--- src/rtl/gbn_pkg.sv ---
`timescale 1ns / 1ps
// Shared types for the go-back-n sender: command and result codes, controller
// states, and the command/status structs between controller and datapath.
// No dependencies.
package gbn_pkg;

    typedef enum logic [1:0] {
        CMD_SEND    = 2'd0,
        CMD_ACK     = 2'd1,
        CMD_TIMEOUT = 2'd2,
        CMD_NONE    = 2'd3
    } cmd_t;

    typedef enum logic [2:0] {
        KIND_TX      = 3'd0,
        KIND_REFUSED = 3'd1,
        KIND_TSTART  = 3'd2,
        KIND_TSTOP   = 3'd3,
        KIND_CORRUPT = 3'd4,
        KIND_OUTSIDE = 3'd5
    } kind_t;

    typedef enum logic [2:0] {
        SEQ_NEXT,
        SEQ_NEXT_M1,
        SEQ_BASE,
        SEQ_ACK,
        SEQ_EXP,
        SEQ_RETX
    } seq_sel_t;

    typedef enum logic [2:0] {
        ST_IDLE,
        ST_SEND,
        ST_SEND_START,
        ST_ACK,
        ST_ACK_START,
        ST_TO_STOP,
        ST_TO_TX,
        ST_TO_START
    } state_t;

    // controller -> datapath
    typedef struct packed {
        logic     latch;
        logic     emit;
        kind_t    kind;
        seq_sel_t seq_sel;
        logic     data_pay;
        logic     data_ram;
        logic     last;
        logic     do_send;
        logic     do_retire;
        logic     rd_first;
        logic     rd_step;
    } ctrl_t;

    // datapath -> controller
    typedef struct packed {
        logic full;
        logic ck_ok;
        logic in_window;
        logic remain_zero;
        logic out_zero;
        logic retx_last;
    } status_t;

endpackage

--- src/rtl/gbn_ram.sv ---
`timescale 1ns / 1ps
// Generic single-write, single-read RAM with registered read data.
// No dependencies.
module gbn_ram #(
    parameter int WIDTH = 32,
    parameter int DEPTH = 8
) (
    input  logic                                        clk,
    input  logic                                        we,
    input  logic [((DEPTH > 1) ? $clog2(DEPTH) : 1)-1:0] waddr,
    input  logic [WIDTH-1:0]                            wdata,
    input  logic                                        re,
    input  logic [((DEPTH > 1) ? $clog2(DEPTH) : 1)-1:0] raddr,
    output logic [WIDTH-1:0]                            rdata
);

    logic [WIDTH-1:0] mem [0:DEPTH-1];

    always_ff @(posedge clk)
    begin
        if (we)
        begin
            mem[waddr] <= wdata;
        end
        if (re)
        begin
            rdata <= mem[raddr];
        end
    end

endmodule

--- src/rtl/gbn_datapath.sv ---
`timescale 1ns / 1ps
// Datapath of the go-back-n sender: window pointers, sequence counters, the
// window size register, latched command fields and the payload RAM.
// Depends on gbn_pkg and gbn_ram.
module gbn_datapath #(
    parameter int MAX_WINDOW   = 8,
    parameter int SEQ_BITS     = 16,
    parameter int PAYLOAD_BITS = 32
) (
    input  logic                    clk,
    input  logic                    rst_n,
    input  gbn_pkg::ctrl_t          ctrl,
    output gbn_pkg::status_t        status,
    input  logic [PAYLOAD_BITS-1:0] payload,
    input  logic [SEQ_BITS-1:0]     ack_number,
    input  logic                    ack_checksum_ok,
    input  logic [SEQ_BITS-1:0]     expired_timer_seq,
    input  logic                    cfg_we,
    input  logic [3:0]              cfg_data,
    output logic [SEQ_BITS-1:0]     seq,
    output logic [PAYLOAD_BITS-1:0] data
);

    localparam int IDX_W = (MAX_WINDOW > 1) ? $clog2(MAX_WINDOW) : 1;
    localparam int CNT_W = $clog2(MAX_WINDOW + 1);
    localparam int SUM_W = CNT_W + 1;
    localparam int EW    = (CNT_W > 4) ? CNT_W : 4;
    localparam int CW    = SEQ_BITS + CNT_W;

    logic [SEQ_BITS-1:0]     base_reg, base_next;
    logic [SEQ_BITS-1:0]     next_seq_reg, next_seq_next;
    logic [CNT_W-1:0]        outstanding_reg, outstanding_next;
    logic [IDX_W-1:0]        head_reg, head_next;
    logic [3:0]              wsize_reg, wsize_next;
    logic [CNT_W-1:0]        idx_reg, idx_next;
    logic [PAYLOAD_BITS-1:0] pay_reg;
    logic [SEQ_BITS-1:0]     ack_reg;
    logic                    ck_reg;
    logic [SEQ_BITS-1:0]     exp_reg;

    logic [SEQ_BITS-1:0]     ack_off;
    logic [CNT_W-1:0]        retire;
    logic [EW-1:0]           eff_window;
    logic [IDX_W-1:0]        wr_slot;
    logic [IDX_W-1:0]        rd_slot;
    logic [PAYLOAD_BITS-1:0] rd_data;

    // ring slot at an offset from the head; offset never exceeds MAX_WINDOW
    function automatic logic [IDX_W-1:0] slot_of(input logic [IDX_W-1:0] head,
                                                 input logic [CNT_W-1:0] off);
        logic [SUM_W-1:0] sum;
        sum = SUM_W'(head) + SUM_W'(off);
        if (sum >= SUM_W'(MAX_WINDOW))
        begin
            sum = sum - SUM_W'(MAX_WINDOW);
        end
        return IDX_W'(sum);
    endfunction

    always_comb
    begin
        if (wsize_reg == 4'd0)
        begin
            eff_window = EW'(1);
        end
        else if (EW'(wsize_reg) > EW'(MAX_WINDOW))
        begin
            eff_window = EW'(MAX_WINDOW);
        end
        else
        begin
            eff_window = EW'(wsize_reg);
        end
    end

    assign ack_off = ack_reg - base_reg;
    assign retire  = CNT_W'(ack_off) + CNT_W'(1);
    assign wr_slot = slot_of(head_reg, outstanding_reg);
    assign rd_slot = ctrl.rd_first ? head_reg : slot_of(head_reg, idx_reg + CNT_W'(1));

    always_comb
    begin
        status.full        = EW'(outstanding_reg) >= eff_window;
        status.ck_ok       = ck_reg;
        status.in_window   = CW'(ack_off) < CW'(outstanding_reg);
        status.remain_zero = (CW'(ack_off) + CW'(1)) == CW'(outstanding_reg);
        status.out_zero    = outstanding_reg == '0;
        status.retx_last   = (SUM_W'(idx_reg) + SUM_W'(1)) == SUM_W'(outstanding_reg);
    end

    always_comb
    begin
        base_next        = base_reg;
        next_seq_next    = next_seq_reg;
        outstanding_next = outstanding_reg;
        head_next        = head_reg;
        wsize_next       = cfg_we ? cfg_data : wsize_reg;
        idx_next         = idx_reg;
        if (ctrl.do_send)
        begin
            outstanding_next = outstanding_reg + CNT_W'(1);
            next_seq_next    = next_seq_reg + SEQ_BITS'(1);
        end
        if (ctrl.do_retire)
        begin
            head_next        = slot_of(head_reg, retire);
            outstanding_next = outstanding_reg - retire;
            base_next        = ack_reg + SEQ_BITS'(1);
        end
        if (ctrl.rd_first)
        begin
            idx_next = '0;
        end
        else if (ctrl.rd_step)
        begin
            idx_next = idx_reg + CNT_W'(1);
        end
    end

    always_ff @(posedge clk or negedge rst_n)
    begin
        if (!rst_n)
        begin
            base_reg        <= SEQ_BITS'(1);
            next_seq_reg    <= SEQ_BITS'(1);
            outstanding_reg <= '0;
            head_reg        <= '0;
            wsize_reg       <= 4'd5;
            idx_reg         <= '0;
        end
        else
        begin
            base_reg        <= base_next;
            next_seq_reg    <= next_seq_next;
            outstanding_reg <= outstanding_next;
            head_reg        <= head_next;
            wsize_reg       <= wsize_next;
            idx_reg         <= idx_next;
        end
    end

    always_ff @(posedge clk)
    begin
        if (ctrl.latch)
        begin
            pay_reg <= payload;
            ack_reg <= ack_number;
            ck_reg  <= ack_checksum_ok;
            exp_reg <= expired_timer_seq;
        end
    end

    gbn_ram #(
        .WIDTH (PAYLOAD_BITS),
        .DEPTH (MAX_WINDOW)
    ) u_store (
        .clk   (clk),
        .we    (ctrl.do_send),
        .waddr (wr_slot),
        .wdata (pay_reg),
        .re    (ctrl.rd_first | ctrl.rd_step),
        .raddr (rd_slot),
        .rdata (rd_data)
    );

    always_comb
    begin
        case (ctrl.seq_sel)
            gbn_pkg::SEQ_NEXT:    seq = next_seq_reg;
            gbn_pkg::SEQ_NEXT_M1: seq = next_seq_reg - SEQ_BITS'(1);
            gbn_pkg::SEQ_BASE:    seq = base_reg;
            gbn_pkg::SEQ_ACK:     seq = ack_reg;
            gbn_pkg::SEQ_EXP:     seq = exp_reg;
            gbn_pkg::SEQ_RETX:    seq = base_reg + SEQ_BITS'(idx_reg);
            default:              seq = '0;
        endcase
    end

    always_comb
    begin
        if (ctrl.data_pay)
        begin
            data = pay_reg;
        end
        else if (ctrl.data_ram)
        begin
            data = rd_data;
        end
        else
        begin
            data = '0;
        end
    end

endmodule

--- src/rtl/gbn_ctrl.sv ---
`timescale 1ns / 1ps
// Controller state machine of the go-back-n sender: sequences the results of
// each command and issues datapath commands one result per cycle.
// Depends on gbn_pkg.
module gbn_ctrl (
    input  logic               clk,
    input  logic               rst_n,
    input  logic               start,
    input  gbn_pkg::cmd_t      cmd,
    input  gbn_pkg::status_t   status,
    output gbn_pkg::ctrl_t     ctrl,
    output logic               busy
);

    gbn_pkg::state_t state_reg, state_next;

    always_comb
    begin
        state_next = state_reg;
        unique case (state_reg) inside
            gbn_pkg::ST_IDLE:
            begin
                if (start)
                begin
                    unique case (cmd)
                        gbn_pkg::CMD_SEND:    state_next = gbn_pkg::ST_SEND;
                        gbn_pkg::CMD_ACK:     state_next = gbn_pkg::ST_ACK;
                        gbn_pkg::CMD_TIMEOUT: state_next = gbn_pkg::ST_TO_STOP;
                        default:              state_next = gbn_pkg::ST_IDLE;
                    endcase
                end
            end
            gbn_pkg::ST_SEND:
            begin
                if (!status.full && status.out_zero)
                begin
                    state_next = gbn_pkg::ST_SEND_START;
                end
                else
                begin
                    state_next = gbn_pkg::ST_IDLE;
                end
            end
            gbn_pkg::ST_ACK:
            begin
                if (status.ck_ok && status.in_window && !status.remain_zero)
                begin
                    state_next = gbn_pkg::ST_ACK_START;
                end
                else
                begin
                    state_next = gbn_pkg::ST_IDLE;
                end
            end
            gbn_pkg::ST_TO_STOP:
            begin
                state_next = status.out_zero ? gbn_pkg::ST_TO_START : gbn_pkg::ST_TO_TX;
            end
            gbn_pkg::ST_TO_TX:
            begin
                state_next = status.retx_last ? gbn_pkg::ST_TO_START : gbn_pkg::ST_TO_TX;
            end
            gbn_pkg::ST_SEND_START,
            gbn_pkg::ST_ACK_START,
            gbn_pkg::ST_TO_START:
            begin
                state_next = gbn_pkg::ST_IDLE;
            end
            default:
            begin
                state_next = gbn_pkg::ST_IDLE;
            end
        endcase
    end

    always_comb
    begin
        ctrl = '0;
        unique case (state_reg) inside
            gbn_pkg::ST_IDLE:
            begin
                ctrl.latch = start;
            end
            gbn_pkg::ST_SEND:
            begin
                ctrl.emit    = 1'b1;
                ctrl.seq_sel = gbn_pkg::SEQ_NEXT;
                if (status.full)
                begin
                    ctrl.kind = gbn_pkg::KIND_REFUSED;
                    ctrl.last = 1'b1;
                end
                else
                begin
                    ctrl.kind     = gbn_pkg::KIND_TX;
                    ctrl.data_pay = 1'b1;
                    ctrl.do_send  = 1'b1;
                    ctrl.last     = !status.out_zero;
                end
            end
            gbn_pkg::ST_SEND_START:
            begin
                // next_seq already advanced past the packet just sent
                ctrl.emit    = 1'b1;
                ctrl.kind    = gbn_pkg::KIND_TSTART;
                ctrl.seq_sel = gbn_pkg::SEQ_NEXT_M1;
                ctrl.last    = 1'b1;
            end
            gbn_pkg::ST_ACK:
            begin
                ctrl.emit = 1'b1;
                if (!status.ck_ok)
                begin
                    ctrl.kind    = gbn_pkg::KIND_CORRUPT;
                    ctrl.seq_sel = gbn_pkg::SEQ_ACK;
                    ctrl.last    = 1'b1;
                end
                else if (!status.in_window)
                begin
                    ctrl.kind    = gbn_pkg::KIND_OUTSIDE;
                    ctrl.seq_sel = gbn_pkg::SEQ_ACK;
                    ctrl.last    = 1'b1;
                end
                else
                begin
                    ctrl.kind      = gbn_pkg::KIND_TSTOP;
                    ctrl.seq_sel   = gbn_pkg::SEQ_BASE;
                    ctrl.do_retire = 1'b1;
                    ctrl.last      = status.remain_zero;
                end
            end
            gbn_pkg::ST_ACK_START,
            gbn_pkg::ST_TO_START:
            begin
                ctrl.emit    = 1'b1;
                ctrl.kind    = gbn_pkg::KIND_TSTART;
                ctrl.seq_sel = gbn_pkg::SEQ_BASE;
                ctrl.last    = 1'b1;
            end
            gbn_pkg::ST_TO_STOP:
            begin
                // fetch the oldest payload while the stop goes out
                ctrl.emit     = 1'b1;
                ctrl.kind     = gbn_pkg::KIND_TSTOP;
                ctrl.seq_sel  = gbn_pkg::SEQ_EXP;
                ctrl.rd_first = 1'b1;
            end
            gbn_pkg::ST_TO_TX:
            begin
                ctrl.emit     = 1'b1;
                ctrl.kind     = gbn_pkg::KIND_TX;
                ctrl.seq_sel  = gbn_pkg::SEQ_RETX;
                ctrl.data_ram = 1'b1;
                ctrl.rd_step  = 1'b1;
            end
            default:
            begin
                ctrl = '0;
            end
        endcase
    end

    assign busy = state_reg != gbn_pkg::ST_IDLE;

    always_ff @(posedge clk or negedge rst_n)
    begin
        if (!rst_n)
        begin
            state_reg <= gbn_pkg::ST_IDLE;
        end
        else
        begin
            state_reg <= state_next;
        end
    end

    // a send always answers in the cycle after its transfer
    a_send_answers: assert property (@(posedge clk) disable iff (!rst_n)
        (state_reg == gbn_pkg::ST_IDLE && start && cmd == gbn_pkg::CMD_SEND)
        |=> ctrl.emit)
        else $error("send transfer not answered in next cycle");

    // the final result of an item returns the controller to idle
    a_last_to_idle: assert property (@(posedge clk) disable iff (!rst_n)
        (ctrl.emit && ctrl.last) |=> state_reg == gbn_pkg::ST_IDLE)
        else $error("controller not idle after final result");

    // retransmit data must come from a read issued the cycle before
    a_retx_read: assert property (@(posedge clk) disable iff (!rst_n)
        (state_reg == gbn_pkg::ST_TO_TX) |-> $past(ctrl.rd_first || ctrl.rd_step))
        else $error("retransmit without prior store read");

    // no result while idle
    a_idle_quiet: assert property (@(posedge clk) disable iff (!rst_n)
        $fell(busy) |-> !ctrl.emit)
        else $error("result strobe while idle");

endmodule

--- src/rtl/go_back_n_sender_unit.sv ---
`timescale 1ns / 1ps
// Go-back-n sender: a command is transferred when start is high and busy is low;
// its results leave one per cycle on result_valid with last on the final one.
// The receiver cannot stall the result stream, so every result_valid cycle is a
// transfer. A send or an acknowledgement gives one result, then a timer start
// when the timer is also started. A timeout gives a timer stop, a retransmission
// of each outstanding packet and a timer start; the controller walks the payload
// RAM through its single read port one packet per cycle. An unused command gives
// no result. busy stays high until the last result has gone out. The window size
// register is written through cfg_valid/cfg_ready, which is always ready.
// Depends on gbn_pkg, gbn_ctrl and gbn_datapath.
module go_back_n_sender_unit #(
    parameter int MAX_WINDOW   = 8,
    parameter int SEQ_BITS     = 16,
    parameter int PAYLOAD_BITS = 32
) (
    input  logic                    clk,
    input  logic                    rst_n,
    input  logic                    start,
    output logic                    busy,
    input  logic [1:0]              cmd,
    input  logic [PAYLOAD_BITS-1:0] payload,
    input  logic [SEQ_BITS-1:0]     ack_number,
    input  logic                    ack_checksum_ok,
    input  logic [SEQ_BITS-1:0]     expired_timer_seq,
    input  logic                    cfg_valid,
    output logic                    cfg_ready,
    input  logic [3:0]              cfg_data,
    output logic                    result_valid,
    output logic [2:0]              kind,
    output logic [SEQ_BITS-1:0]     seq,
    output logic [PAYLOAD_BITS-1:0] data,
    output logic                    last
);

    gbn_pkg::ctrl_t   ctrl;
    gbn_pkg::status_t status;

    gbn_ctrl u_ctrl (
        .clk    (clk),
        .rst_n  (rst_n),
        .start  (start),
        .cmd    (gbn_pkg::cmd_t'(cmd)),
        .status (status),
        .ctrl   (ctrl),
        .busy   (busy)
    );

    gbn_datapath #(
        .MAX_WINDOW   (MAX_WINDOW),
        .SEQ_BITS     (SEQ_BITS),
        .PAYLOAD_BITS (PAYLOAD_BITS)
    ) u_datapath (
        .clk               (clk),
        .rst_n             (rst_n),
        .ctrl              (ctrl),
        .status            (status),
        .payload           (payload),
        .ack_number        (ack_number),
        .ack_checksum_ok   (ack_checksum_ok),
        .expired_timer_seq (expired_timer_seq),
        .cfg_we            (cfg_valid & cfg_ready),
        .cfg_data          (cfg_data),
        .seq               (seq),
        .data              (data)
    );

    assign cfg_ready    = 1'b1;
    assign result_valid = ctrl.emit;
    assign kind         = 3'(ctrl.kind);
    assign last         = ctrl.last;

endmodule
--- config.mk ---
export PLATFORM = sky130hd
export DESIGN_NAME = go_back_n_sender_unit
export DESIGN_NICKNAME = d
export VERILOG_FILES = /design/src/rtl/gbn_pkg.sv /design/src/rtl/gbn_ram.sv /design/src/rtl/gbn_datapath.sv /design/src/rtl/gbn_ctrl.sv /design/src/rtl/go_back_n_sender_unit.sv
export SDC_FILE = /design/constraint.sdc
export NUM_CORES = 1
export LEC_CHECK = 0
export ABC_AREA = 1
export BUFFER_PORTS_ARGS = -buffer_cell sky130_fd_sc_hd__buf_2
export CORE_MARGIN = 8
export CORE_UTILIZATION = 35
export CTS_BUF_LIST = sky130_fd_sc_hd__clkbuf_16
export DETAILED_ROUTE_END_ITERATION = 7
export MAX_ROUTING_LAYER = met4
export PLACE_DENSITY_LB_ADDON = 0.3
export SLEW_MARGIN = 20
export SYNTH_ARGS = -nofsm -noshare
export SYNTH_HDL_FRONTEND = slang
export SYNTH_SLANG_ARGS = --single-unit
--- constraint.sdc ---
create_clock -name clk -period 4.9 [get_ports clk]
set_input_delay 0.245 -clock clk [delete_from_list [all_inputs] [get_ports clk]]
set_output_delay 0.245 -clock clk [all_outputs]
set_load 0.05 [all_outputs]
After elaboration in Yosys (flattened, before gate mapping)
Memory sizes are Yosys's and may differ from the RTL's. A register that Yosys moved wholly into a read port is not among the register bits. Cells that the tools add are included.

Memories: 1. Word-level logic and storage cells: 107. RAM bits: 256. Register bits: 115. Output and inout bits: 55.

Memory list: u_datapath.u_store.mem (depth 8, bits a word 32, rd ports 1, clocked after Yosys merged registers in 1, write ports 1, RTL line gbn_ram.sv:17) `logic [WIDTH-1:0] mem [0:DEPTH-1];`.

Multiplexer cells: 38. Eq/ne operators: 17. Reduce and logical (&&, ||, !) cells: 16. Magnitude comparators: 6. $add $sub $neg: 17. Bitwise gates (word level): 1.

Operators with widths (count): $pmux 16 s6 (1); $mux 32 (2); $pmux 7 s6 (1); $add 16x1->16 const B (2); $mux 4 (6); $eq 20x4->1 (1); $eq 3x3->1 const B (6); $mux 3 (6); $add 16x1->17 const B (1); $add 16x4->16 (1); $lt 16x4->1 (1); $mux 1 (16); $sub 16x1->16 const B (1); $sub 16x16->16 (1); $add 3x4->5 (3); $ge 5x4->1 const B (3); $pmux 3 s5 (1); $add 4x1->4 const B (3); $eq 3x2->1 const B (4); $mux 6 (2); $pmux 3 s3 (1); $sub 3x1->3 const B (3); $logic_not 4->1 (2); $eq 3x1->1 const B (2); other kinds (19) (25).

Longest topological paths before layout
Depth after elaboration: 8. Mapped depth: 27. Depth with buffers taken out: 26.

By module
A second synthesis with hierarchy kept.

Cells, all modules: 2180. Area total of the unflattened synthesis: 20174.3 um^2.

By module, submodules not included: gbn_ram (times used 1, cells an instance 1156, area each 12192.9 um^2); gbn_datapath (times used 1, cells an instance 952, area each 7579.8 um^2); gbn_ctrl (times used 1, cells an instance 70, area each 390.4 um^2); go_back_n_sender_unit (times used 1, cells an instance 2, area each 11.3 um^2).

Worst setup path after synthesis
No wires, ideal clock.

Path type: register to register. From: register u_ctrl.state_reg[2]. To: register u_datapath.ack_reg[0] (enable). Arrival time: 3.843 ns. Setup time: 0.488 ns. Period minus slack after synthesis: 4.331 ns. Slack: 0.569 ns. Cell stages (with the launch flop): 4. Data required time: 4.412 ns. Path through: dfrtp_1 > nor2_4 > nand2_1 > nor2_1.

RTL lines: start: declaration (RTL line gbn_ctrl.sv:15) `gbn_pkg::state_t state_reg, state_next;`; start signal: assignment (RTL line gbn_ctrl.sv:169) `state_reg <= gbn_pkg::ST_IDLE;`; start signal: assignment (RTL line gbn_ctrl.sv:173) `state_reg <= state_next;`; end signal: assignment (RTL line gbn_datapath.sv:147) `ack_reg <= ack_number;`; end: declaration (RTL line gbn_datapath.sv:37) `logic [SEQ_BITS-1:0] ack_reg;`.

Worst setup path in the final report
From: register u_datapath.ack_reg[0]. To: output seq[1].

Longest elaborated chain between the ends: 7.

RTL lines: $sub 16x16->16 * (RTL line gbn_datapath.sv:76) `assign ack_off = ack_reg - base_reg;`; $lt 16x4->1 * (RTL line gbn_datapath.sv:85) `status.in_window = CW'(ack_off) < CW'(outstanding_reg);`; $mux 6 * (RTL line gbn_ctrl.sv:118) `else if (!status.in_window)`; $mux 6 * (RTL line gbn_ctrl.sv:112) `if (!status.ck_ok)`; $pmux 7 s6 * (RTL line gbn_ctrl.sv:79) `unique case (state_reg) inside`; $eq 3x3->1, or another cell as far along (RTL line gbn_datapath.sv:168) `case (ctrl.seq_sel)`; $pmux 16 s6 * (RTL line gbn_datapath.sv:168); end: declaration (RTL line go_back_n_sender_unit.sv:31) `output logic [SEQ_BITS-1:0] seq,`.

Mark *: on every way between the ends. The rest lies on a longest branch, timed or not.

==> impl_metrics.csv <==
group,metric,value,unit
timing,fin_ws,0.437,ns
layout,diodes,0,
synthesis,syn_inst,1778,
clock_network,numCtsBuffers,46,
global_routing,gr-total-overflow,0,
critical_path,crit_path_max_fanout,13,
clock_network,cts.sinks,403,
global_routing,grt_max_degree,65,
critical_path,crit_path_start_kind,"register",
run,maxCapViolations,0,
layout,nets,2105,
clock_network,post_cts_buffers,0,
power,switching_power,5.19,mW
clock_network,clk_pin_slew_worst_paths,0.06,ns
floorplan,die_y,249,um
layout,layout_commonest_cell,"edfxtp_1",
routing,via_per_inst,5.12,
layout,layout_common_cells,"edfxtp_1, nor2_1, nand2_1",
routing,drc,0,
critical_path,criticalPathCategory,"reg2out",
power,p_seq_frac,0.375,
clock_network,cts_max_path_buffers,3,
routing,wl_per_cell,18.8,um
placed_design,dp_hpwl,32900,um
power,combPwrFrac,0.360,
floorplan,row_count,85,
timing,layout_min_cycle_time,4.46,ns
floorplan,die_x,249,um
clock_network,htree_levels,2,
power,intPower,7.69,mW
timing,worst_slew_pin_slew,0.969,ns
clock_network,cts_hold_buf,78,
power,p_clk_frac,0.266,
floorplan,core_region_area,0.0537,mm^2
placed_design,port_buffers,128,
clock_network,cts.repair.resized,0,
synthesis,synth_nets,1897,
floorplan,start_util,0.354,
routing,dr_total_vias,13900,
layout,fill_cells,5026,
synthesis,synth-seq-cells,403,
timing,finClkSkew,0.0462,ns
global_routing,grt_pass1_wl,79300,um
synthesis,syn_area,0.0190,mm^2
routing,drtIter0Drc,963,
power,ir_drop,0.000282,V
critical_path,required,4.66,ns
routing,ant_nets,0,
power,p_per_area,562,mW/mm^2
layout,finish.instance_area,0.0229,mm^2
power,p_leak,8.70,nW
worst_hold_path,hp-class,"in2reg",
placed_design,gp_congestion,0.900,
outcome,status,"complete, no violations",
timing,slew_headroom,0.352,
synthesis,ys_warn_count,0,
synthesis,ys_async_sr_fraction,0.124,
global_routing,antenna_found_initial,0,
layout,largest_reg_flops,256,
timing,hold_viol_final,0,
timing,setup_viol_count_final,0,
routing,dr.pass1.iters,6,
clock_network,cts_tree,"done",
floorplan,io_pins,130,
layout,drive_gt1_frac,0.162,
timing,fin_crit_sh,0.911,
critical_path,arrival,4.22,ns
timing,slew_violations,0,
placed_design,place_ws,0.807,ns
timing,rsz0062_at_grt,"false",
synthesis,synth_ff_type,"edfxtp_1",
synthesis,seq_area_frac_synth,0.624,
layout,syn_to_final_growth,20.6,%
floorplan,die_area,0.0620,mm^2
global_routing,track_usage,0.165,
placed_design,dpl_cell_area,0.0206,mm^2
clock_network,clockRootBuffer,"clkbuf_16",
clock_network,clock_latency,0.62,ns
timing,finalSetupTns,0,ns
synthesis,avgSynthCellArea,10.7,um^2
synthesis,yosysUniqueCellTypes,59,
global_routing,grt_pass1_vias,13700,
power,p_sw_frac,0.403,
critical_path,end_kind,"output pin",
timing,worst_hold_slack,0.0640,ns
synthesis,synth_edf_count,353,
timing,max_freq,224,MHz
routing,drt-total-wl,51100,um
critical path: stages, from the launching register on:
cell	delay (ns)
edfxtp_1	0.46
inv_1	0.11
ha_1	0.16
inv_2	0.06
fa_1	0.40
inv_1	0.07
nand2_1	0.06
nand2_1	0.10
inv_1	0.05
ha_1	0.26
inv_1	0.05
nor2_1	0.04
o21ai_0	0.22
nand3_1	0.10
nor3_1	0.17
nand3_1	0.12
nor2_2	0.14
nand2_4	0.09
nand2_4	0.11
nand2_2	0.24
o211ai_2	0.31
buf_2	0.31
cell families (layout without fill, tap and decap cells):
logic type,Yosys count,in the layout,share of synthesized area
and+or+nand+nor,718,718,0.161
AOI/OAI and AO/OA,359,359,0.118
buffers and inverters,210,454,0.0451
xor gates and xnor gates,43,43,0.0206
adders and majority gates,44,44,0.0313
other,1,1,0.000197
DFF,403,403,0.624
cells in the mapped netlist, drive strengths merged (5+ instances only):
| cell type | number | area (um^2) |
|---|---|---|
| edfxtp | 353 | 10600 |
| nor2 | 329 | 1290 |
| nand2 | 254 | 1020 |
| o21ai | 177 | 916 |
| inv | 137 | 519 |
| nand3 | 81 | 425 |
| clkbuf | 47 | 176 |
| dfrtp | 46 | 1150 |
| a21oi | 44 | 269 |
| ha | 38 | 475 |
| a31oi | 37 | 231 |
| o22ai | 34 | 213 |
| xor2 | 33 | 304 |
| a22o | 32 | 280 |
| buf | 24 | 154 |
| nor3 | 21 | 115 |
| nand4 | 20 | 131 |
| o211ai | 15 | 158 |
| xnor2 | 10 | 87.6 |
| fa | 6 | 120 |
| a221oi | 5 | 43.8 |
final cells by class:
cell class	instances	area, um^2	share of cell area
sequential	403	11900	0.517
multi-input combinational	1165	6400	0.279
timing repair buffer	231	1740	0.0760
clock buffer	46	1150	0.0502
tap	696	871	0.0380
inverter	139	528	0.0230
clock inverter	38	370	0.0162
metrics by stage:
| step | utilization | instances | power (mW) |
|---|---|---|---|
| floorplan | - | 1778 | 8.03 |
| global placement | 0.383 | 2555 | 9.43 |
| detailed placement | 0.384 | 2556 | 9.51 |
| finish | 0.427 | 2718 | 12.9 |
| CTS | 0.427 | 2718 | 13.0 |
| global route | 0.427 | 2718 | 13.6 |
routing by layer:
metal	up-vias	global-route usage	wire, um
li1	6674	-	-
met1	6770	0.214	23100
met2	400	0.269	24300
met3	79	0.0250	2650
met4	0	0.0462	1120
met5	-	-	0
path summary, 6_finish.rpt:
| check | from | endpoint | slack (ns) | cells after the start |
|---|---|---|---|---|
| max | u_datapath.ack_reg[0]$_DFFE_PP_ | seq[1] | 0.44 | 21 |
| min in group asynchronous | rst_n | u_datapath.wsize_reg[1]$_DFFE_PN0P_ | 0.30 | 3 |
| min | start | u_ctrl.state_reg[1]$_DFFE_PN0P_ | 0.06 | 3 |
| max reg2reg | u_datapath.ack_reg[0]$_DFFE_PP_ | u_datapath.outstanding_reg[3]$_DFFE_PN0P_ | 0.72 | 26 |
| min reg2reg | u_datapath.ack_reg[0]$_DFFE_PP_ | u_datapath.base_reg[0]$_DFFE_PN1P_ | 0.52 | 1 |
| max in group asynchronous | rst_n | u_datapath.outstanding_reg[0]$_DFFE_PN0P_ | 4.04 | 3 |
power by group through the flow:
| stage | logic (mW) | clock network [mW] | registers [mW] |
|---|---|---|---|
| 6_report | 4.63 | 3.42 | 4.83 |
| 5_1_grt | 5.12 | 3.64 | 4.88 |
| 4_1_cts | 4.69 | 3.51 | 4.83 |
| 3_5_place_dp | 4.62 | 0 | 4.89 |
| 3_3_place_gp | 4.55 | 0 | 4.88 |
| 2_1_floorplan | 3.27 | 0 | 4.76 |
Note: power is estimated with default switching activity, not from simulation.
